**config.mk**
```make
export PLATFORM = sky130hd
export DESIGN_NAME = thread_barrier_manager
export DESIGN_NICKNAME = d
export VERILOG_FILES = /design/src/hw/rtl/tbm_pkg.sv /design/src/hw/rtl/thread_barrier_manager.sv
export SDC_FILE = /design/constraint.sdc
export NUM_CORES = 1
export LEC_CHECK = 0
export ABC_AREA = 1
export BUFFER_PORTS_ARGS = -buffer_cell sky130_fd_sc_hd__buf_4
export CORE_MARGIN = 3
export CORE_UTILIZATION = 41
export DETAILED_ROUTE_END_ITERATION = 16
export SYNTH_ARGS = -nofsm -noshare
export SYNTH_HDL_FRONTEND = slang
export SYNTH_SLANG_ARGS = --single-unit
```
**constraint.sdc**
```tcl
create_clock -name clk -period 3.35 [get_ports clk]
set_input_delay 0.335 -clock clk [delete_from_list [all_inputs] [get_ports clk]]
set_output_delay 0.335 -clock clk [all_outputs]
set_load 0.005 [all_outputs]
```
**src/hw/rtl/tbm_pkg.sv**
```systemverilog
// command and result word types and op codes for the thread barrier manager
`timescale 1ns / 1ps
`default_nettype none

package tbm_pkg;

    // event codes
    localparam logic [2:0] OP_CREATE = 3'd0;
    localparam logic [2:0] OP_JOIN   = 3'd1;
    localparam logic [2:0] OP_START  = 3'd2;
    localparam logic [2:0] OP_WAIT   = 3'd3;
    localparam logic [2:0] OP_STOP   = 3'd4;
    localparam logic [2:0] OP_EXIT   = 3'd5;

    // saturation point of a barrier's waiting count
    localparam logic [3:0] WCOUNT_MAX = 4'hF;

    // command word
    typedef struct packed {
        logic [2:0]  op;
        logic [2:0]  thread_id;
        logic [3:0]  barrier_id;
        logic        ended_on_barrier;
        logic [15:0] exit_value;
    } cmd_t;

    // result word
    typedef struct packed {
        logic [7:0]  active_mask;
        logic        released;
        logic        all_stopped;
        logic        exited;
        logic [15:0] exit_code;
    } result_t;

endpackage

`default_nettype wire

```
**src/hw/rtl/thread_barrier_manager.sv**
```systemverilog
// thread barrier manager: barrier table in memory, thread masks in registers
`timescale 1ns / 1ps
`default_nettype none

// A command word is accepted at a rising edge where start is high and busy is
// low; that same edge reads the barrier's entry (member set, member count,
// waiting count) from the barrier table, a single-port memory with a registered
// read. In the next cycle busy is high while the thread masks and the
// entry are updated, and the entry is written back at the end of that cycle.
// The result word appears on result with done high for one cycle, the cycle
// right after the busy cycle; it cannot be held off and must be taken then.
// A new command can already be accepted in the done cycle; commands are
// refused only while busy is high. Commands that do not concern a barrier
// (create, start, exit) go through the same busy and done cycles. Barrier
// entries read as empty until first written; valid bits cleared at reset
// stand in for a clearing pass, so the block is ready right after reset.
module thread_barrier_manager #(
    parameter int MAX_THREADS  = 8,
    parameter int NUM_BARRIERS = 16
) (
    input  wire logic             clk,
    input  wire logic             rst_n,
    input  wire logic             start,
    input  wire tbm_pkg::cmd_t    cmd,
    output logic                  busy,
    output logic                  done,
    output tbm_pkg::result_t      result
);

    localparam int BW = (NUM_BARRIERS > 1) ? $clog2(NUM_BARRIERS) : 1;
    localparam int CW = $clog2(MAX_THREADS + 1);

    localparam logic ST_IDLE = 1'b0;
    localparam logic ST_EXEC = 1'b1;

    typedef struct packed {
        logic [MAX_THREADS-1:0] members;
        logic [CW-1:0]          mcount;
        logic [3:0]             wcount;
    } entry_t;

    // barrier table and its valid bits
    entry_t                   table_mem [NUM_BARRIERS];
    logic [NUM_BARRIERS-1:0]  valid_reg;

    logic                     state_reg;
    logic                     done_reg;
    tbm_pkg::result_t         result_reg;
    tbm_pkg::cmd_t            cmd_reg;
    logic                     bar_ok_reg;
    logic [BW-1:0]            bidx_reg;
    entry_t                   rd_reg;
    logic                     vld_rd_reg;

    logic [MAX_THREADS-1:0]   created_reg, created_next;
    logic [MAX_THREADS-1:0]   running_reg, running_next;
    logic [MAX_THREADS-1:0]   stopped_reg, stopped_next;
    logic                     halted_reg, halted_next;
    logic [15:0]              latched_reg, latched_next;

    logic                     accept;
    logic [BW+3:0]            in_bid_wide;
    logic [BW-1:0]            in_bidx;
    logic                     in_bar_ok;

    entry_t                   rd_entry;
    entry_t                   wr_entry;
    logic                     wr_en;
    logic                     released;
    logic                     tid_ok;
    logic [MAX_THREADS-1:0]   tbit;
    logic                     is_running;
    logic [3:0]               wc_inc;
    logic                     was_member;
    logic [MAX_THREADS-1:0]   members_new;
    logic [CW-1:0]            mcount_new;
    logic [MAX_THREADS+7:0]   run_wide;

    // input side decode
    assign accept      = start && !busy;
    assign in_bid_wide = {{BW{1'b0}}, cmd.barrier_id};
    assign in_bidx     = in_bid_wide[BW-1:0];
    assign in_bar_ok   = 32'(cmd.barrier_id) < 32'(NUM_BARRIERS);

    assign busy   = state_reg == ST_EXEC;
    assign done   = done_reg;
    assign result = result_reg;

    // command capture
    always_ff @(posedge clk)
    begin
        if (accept)
        begin
            cmd_reg    <= cmd;
            bar_ok_reg <= in_bar_ok;
            bidx_reg   <= in_bidx;
        end
    end

    // barrier table read and write back
    always_ff @(posedge clk)
    begin
        if (accept && in_bar_ok)
        begin
            rd_reg <= table_mem[in_bidx];
        end
        if (wr_en)
        begin
            table_mem[bidx_reg] <= wr_entry;
        end
    end

    // valid bits of the table
    always_ff @(posedge clk or negedge rst_n)
    begin
        if (!rst_n)
        begin
            valid_reg  <= '0;
            vld_rd_reg <= 1'b0;
        end
        else
        begin
            if (accept)
            begin
                vld_rd_reg <= in_bar_ok && valid_reg[in_bidx];
            end
            if (wr_en)
            begin
                valid_reg[bidx_reg] <= 1'b1;
            end
        end
    end

    assign rd_entry = vld_rd_reg ? rd_reg : '0;
    assign tid_ok   = 32'(cmd_reg.thread_id) < 32'(MAX_THREADS);
    assign tbit     = {{(MAX_THREADS-1){1'b0}}, 1'b1} << cmd_reg.thread_id;
    assign is_running = |(running_reg & tbit);
    assign wc_inc   = (rd_entry.wcount == tbm_pkg::WCOUNT_MAX) ?
                      rd_entry.wcount : rd_entry.wcount + 4'd1;
    assign was_member  = |(rd_entry.members & tbit);
    assign members_new = rd_entry.members & ~tbit;
    assign mcount_new  = was_member ? rd_entry.mcount - CW'(1) : rd_entry.mcount;

    // event update, only in the busy cycle
    always_comb
    begin
        created_next = created_reg;
        running_next = running_reg;
        stopped_next = stopped_reg;
        halted_next  = halted_reg;
        latched_next = latched_reg;
        wr_en        = 1'b0;
        wr_entry     = rd_entry;
        released     = 1'b0;
        if (state_reg == ST_EXEC && !halted_reg && tid_ok)
        begin
            unique case (cmd_reg.op)
                tbm_pkg::OP_CREATE:
                begin
                    created_next = created_reg | tbit;
                end
                tbm_pkg::OP_JOIN:
                begin
                    if (bar_ok_reg && |(created_reg & tbit))
                    begin
                        wr_en            = 1'b1;
                        wr_entry.members = rd_entry.members | tbit;
                        if (!was_member)
                        begin
                            wr_entry.mcount = rd_entry.mcount + CW'(1);
                        end
                    end
                end
                tbm_pkg::OP_START:
                begin
                    if (running_reg == '0)
                    begin
                        running_next = created_reg & ~stopped_reg;
                    end
                end
                tbm_pkg::OP_WAIT:
                begin
                    if (is_running && bar_ok_reg)
                    begin
                        running_next = running_reg & ~tbit;
                        wr_en        = 1'b1;
                        if (8'(wc_inc) == 8'(rd_entry.mcount) && wc_inc != 4'd0)
                        begin
                            released        = 1'b1;
                            wr_entry.wcount = 4'd0;
                            running_next    = (running_reg & ~tbit) |
                                              (rd_entry.members & ~stopped_reg);
                        end
                        else
                        begin
                            wr_entry.wcount = wc_inc;
                        end
                    end
                end
                tbm_pkg::OP_STOP:
                begin
                    if (is_running)
                    begin
                        running_next = running_reg & ~tbit;
                        stopped_next = stopped_reg | tbit;
                        if (cmd_reg.ended_on_barrier && bar_ok_reg)
                        begin
                            wr_en            = 1'b1;
                            wr_entry.members = members_new;
                            wr_entry.mcount  = mcount_new;
                            if (8'(rd_entry.wcount) == 8'(mcount_new) &&
                                rd_entry.wcount != 4'd0)
                            begin
                                released        = 1'b1;
                                wr_entry.wcount = 4'd0;
                                running_next    = (running_reg & ~tbit) |
                                                  (members_new & ~(stopped_reg | tbit));
                            end
                        end
                    end
                end
                tbm_pkg::OP_EXIT:
                begin
                    if (is_running)
                    begin
                        halted_next  = 1'b1;
                        latched_next = cmd_reg.exit_value;
                    end
                end
                default:
                begin
                    halted_next = halted_reg;
                end
            endcase
        end
    end

    // control state and thread masks
    always_ff @(posedge clk or negedge rst_n)
    begin
        if (!rst_n)
        begin
            state_reg   <= ST_IDLE;
            done_reg    <= 1'b0;
            created_reg <= '0;
            running_reg <= '0;
            stopped_reg <= '0;
            halted_reg  <= 1'b0;
            latched_reg <= '0;
        end
        else
        begin
            done_reg <= state_reg == ST_EXEC;
            if (state_reg == ST_EXEC)
            begin
                state_reg   <= ST_IDLE;
                created_reg <= created_next;
                running_reg <= running_next;
                stopped_reg <= stopped_next;
                halted_reg  <= halted_next;
                latched_reg <= latched_next;
            end
            else if (accept)
            begin
                state_reg <= ST_EXEC;
            end
        end
    end

    // result word
    assign run_wide = {8'd0, running_next};

    always_ff @(posedge clk)
    begin
        if (state_reg == ST_EXEC)
        begin
            result_reg.active_mask <= run_wide[7:0];
            result_reg.released    <= released;
            result_reg.all_stopped <= (created_next != '0) &&
                                      ((created_next & ~stopped_next) == '0);
            result_reg.exited      <= halted_next;
            result_reg.exit_code   <= halted_next ? latched_next : 16'd0;
        end
    end

endmodule

`default_nettype wire
```
==> impl.org <==
** Global route
- All-layer global routing usage :: 19.7%
- Wire length of the first global-routing pass :: 67200 µm
- The total overflow left after global routing is 0.
- Number of global-route vias before repair :: 11400
- The number of antenna violations at the first check in global routing is 1.
- Largest net degree at the start of global routing :: 70

** Synth
- The number of nets handed over by synthesis was 1516.
- Cells after synthesis :: 1482
- For this run, the number of Yosys warnings is 0.
- Sequential fraction of the synthesis area :: 68.0%
- Synth Register Bits :: 386
- Number of distinct library cells after synthesis :: 42
- Number of enable flip-flop cells after synthesis :: 326
- Async SR Flop Fraction :: 15.5%
- The mapped netlist covers 16600 µm².
- Post-synthesis average cell area :: 11.2 µm²
- The most used flip-flop cell after synthesis is edfxtp_1.

** CTS
- Clock Pin Slew Worst Setup and Hold Paths :: 0.06 ns
- TritonCTS built the clock tree.
- Clock tree sinks :: 386
- Number of clock buffers inserted by TritonCTS :: 41
- Clock latency on the worst-skew pair, taken at its later pin, is 0.56 ns.
- The clock tree synthesis step divided the H-tree into 2 levels.
- Maximum buffer depth of the clock tree :: 3
- Clock tree synthesis selected as its root buffer the cell clkbuf_16.

** Critical path
- Reg2reg path depth :: 10
- Traced cell by cell, the critical path runs through nor2_1 > nand2_1 > o22ai_1 > nor2_1 > nand2_4 > inv_2 > o211ai_4 > nand4_2 > nor2_2 > buf_12.
- Minimum setup slack among reg-to-reg paths :: 0.29 ns
- In this run the critical register-to-register path is launched from cmd_reg[22].
- Data required, critical path :: 3.60 ns
- Largest stage delay, worst path :: 0.46 ns
- Counting stages on the worst path, the most repeated cell is nor2_1.
- The worst setup path is launched from a flip-flop.
- For the worst setup path, the data arrival time is 3.31 ns.
- Crit Path Class :: reg -> reg
- CP top delay family :: simple AND/OR/NAND/NOR gates
- In this run the critical register-to-register path is captured at table_mem[14][8].
- Kind of capture point of the worst setup path :: flip-flop
- Maximum fanout along the worst path :: 15
- Critical-path top delay cell :: edfxtp_1
- Sum of buffers and inverters on the critical path :: 2

** Floorplanning
- Std-Cell Core Area :: 39900 µm²
- The die covers 43000 µm².
- Die span in x :: 207 µm
- For this configuration, the core starts out at a cell density of 41.6%.
- Height of the die :: 207 µm
- Number of top-level design ports :: 59
- FP Rows :: 73

** Timing
- Unrepaired setup endpoints after global routing :: false
- The clock period could shrink to 3.06 ns.
- Final count of hold timing violations :: 0
- Once routing completed, OpenROAD measured the worst setup slack at 0.292 ns.
- Hold Worst Slack :: 0.172 ns
- Setup total negative slack on the finished layout was measured at 0 ns.
- Transition time at the pin with the least slew margin :: 1.11 ns
- For this run, the top clock speed supported by timing is 327 MHz.
- Setup violations remaining at the end of the flow were counted as 0.
- Final max-slew violation count :: 0
- Post-route clock skew :: 0.0194 ns
- Period utilisation layout :: 91.3%
- In this run the tightest slew margin relative to its limit is 25.9%.

** Routing
- After detailed routing, the number of vias per cell comes to 5.38.
- Summed over all layers, the routed wires come to 43200 µm.
- Number of design rule violations left after detail routing :: 0
- The first detailed-routing pass ran for 5 iterations.
- For this block, the initial DRC count from the detailed router was 1211.
- Once detail routing completed, the nets flagged for antenna violations numbered 0.
- Via count :: 11600
- After detailed routing, the average wire length per cell comes to 20.0 µm.

** Worst hold path
- The path with the worst hold slack has its endpoint at bidx_reg[3].
- Number of cells on the worst hold path :: 1
- Start point of the worst min-delay path :: cmd[20]
- Type of the worst min-delay path :: in -> reg

** Finish
- Number of flip-flops in the largest register :: 256
- Cells fill 48.9% of the core in the end.
- Post-layout net count :: 1632
- Cells with a size suffix above 1 make up 14.9% of the layout.
- The finished layout holds 2154 standard cells, fillers aside.
- After routing the design area is 19500 µm².
- # diodes :: 0
- Area growth syn-to-layout :: 17.4%

** Power
- Total power density per cell area :: 614 nW/µm²
- Post-layout total power :: 12.0 mW
- Largest vdd supply drop :: 0.000467 V
- The analysis attributes to cell leakage a power of 7.39 nW.

** Placed design
- Number of I/O port buffers :: 58
- Total cell area at the placement stage :: 18000 µm²
- GPL Wtd Cong :: 0.924
- Half-perimeter wire length of the detailed placement result :: 27900 µm
- Worst slack, placed :: 0.179 ns
- Total placed cells including tap cells :: 2056

** Outcome
- The run finished with clean final reports.

** Job
- The tool flagged a number of max-cap violations equal to 0.
-- cells in the final DEF, fill, tap and decap left out, types with 5 or more instances in the layout --
cell,synthesis,final
nand2_2,10,11
xor2_1,7,7
o211ai_1,17,17
dfrtp_1,60,60
clkbuf_16,0,42
dlygate4sd3_1,0,24
edfxtp_1,326,326
nand2_1,210,209
clkinv_2,0,8
nor2_2,8,24
a21oi_1,51,51
o21bai_1,7,7
nand3_1,62,62
clkinv_1,6,11
nor2_4,6,6
nor3_1,8,8
inv_1,95,93
o22ai_1,29,29
o21ai_0,188,188
buf_4,0,110
or2_1,8,8
clkbuf_1,55,11
o21ai_1,7,7
inv_2,12,13
buf_12,1,5
nand4_1,13,13
o221ai_1,51,51
nor2_1,208,192
-- worst register-to-register path: stages, from the launching register on --
cell	delay, ns
edfxtp_1	0.46
nor2_1	0.29
nand2_1	0.21
o22ai_1	0.20
nor2_1	0.09
nand2_4	0.13
inv_2	0.16
o211ai_4	0.38
nand4_2	0.33
nor2_2	0.31
buf_12	0.19
-- timing repair --
item | 4_1_cts | 5_1_grt
hold endpoints to repair | 83 | 0
gates resized for setup | 0 | 2
endpoints found under the setup margin | 0 | 138
hold buffers | 24 | 0
setup buffers | 0 | 0
-- power by group --
part	switching (mW)	leakage [nW]	internal, mW
registers	0.138	3.79	5.65
clock network	1.84	0.636	2.54
logic	1.25	2.96	0.568
total	3.23	7.39	8.76
-- synthesized netlist by cell type (2+ instances only) --
master / count / area, µm²
buf_1: 3 / 11.3
nor2_2: 8 / 50.1
a21oi_1: 51 / 255
nand2_2: 10 / 62.6
nand2_1: 210 / 788
o21bai_1: 7 / 52.6
nor3_1: 8 / 40.0
nand4_1: 13 / 81.3
buf_2: 6 / 30.0
clkbuf_1: 55 / 206
o22ai_1: 29 / 181
a211oi_1: 4 / 30.0
or2_1: 8 / 50.1
nor4_1: 2 / 12.5
inv_2: 12 / 45.0
edfxtp_1: 326 / 9790
dfrtp_1: 60 / 1500
nor2_1: 208 / 781
xor2_1: 7 / 61.3
ha_1: 4 / 50.1
nand3_2: 4 / 40.0
nand3_1: 62 / 310
o21ai_1: 7 / 35.0
inv_1: 95 / 357
o211ai_1: 17 / 128
nand2_4: 2 / 22.5
nor2_4: 6 / 67.6
o21ai_0: 188 / 941
clkinv_1: 6 / 22.5
o221ai_1: 51 / 447
nand4_2: 2 / 25.0
-- worst max path at each step --
stage                startpoint           endpoint  slack (ns)  cells past startpoint
floorplan                  busy   table_mem[10][0]        0.47                      5
global placement    cmd_reg[22]  table_mem[14][12]        0.27                     10
detailed placement  cmd_reg[22]  table_mem[14][12]        0.18                     10
CTS                 cmd_reg[21]   table_mem[14][8]        0.17                     10
global route        cmd_reg[22]   table_mem[13][8]      0.0006                     10
finish              cmd_reg[22]   table_mem[14][8]        0.29                     10
-- layer usage --
layer / track usage (%) / up-vias / part of all wire [%]
met2: 32.1 / 383 / 47
met5: 0 / - / 0
met3: 3.11 / 75 / 5.9
li1: - / 5523 / -
met4: 5.81 / 0 / 2.5
met1: 27.5 / 5611 / 45
-- area by class of cell --
type                       instances  area, µm²
inverter                         114        432
clock inverter                    18        169
timing repair buffer             139       1170
multi-input combinational        916       4670
fill                            3544      20400
tap                              525        657
clock buffer                      56       1130
sequential                       386      11300
-- logic make-up after synthesis --
logic type / share of synthesized area, %
AOI/OAI and AO/OA: 12.7
xor gates and xnor gates: 0.369
adders and majority gates: 0.301
buffers and inverters: 4.27
DFF: 68.0
and+or+nand+nor: 14.4
(Power assumes the default switching activity.)
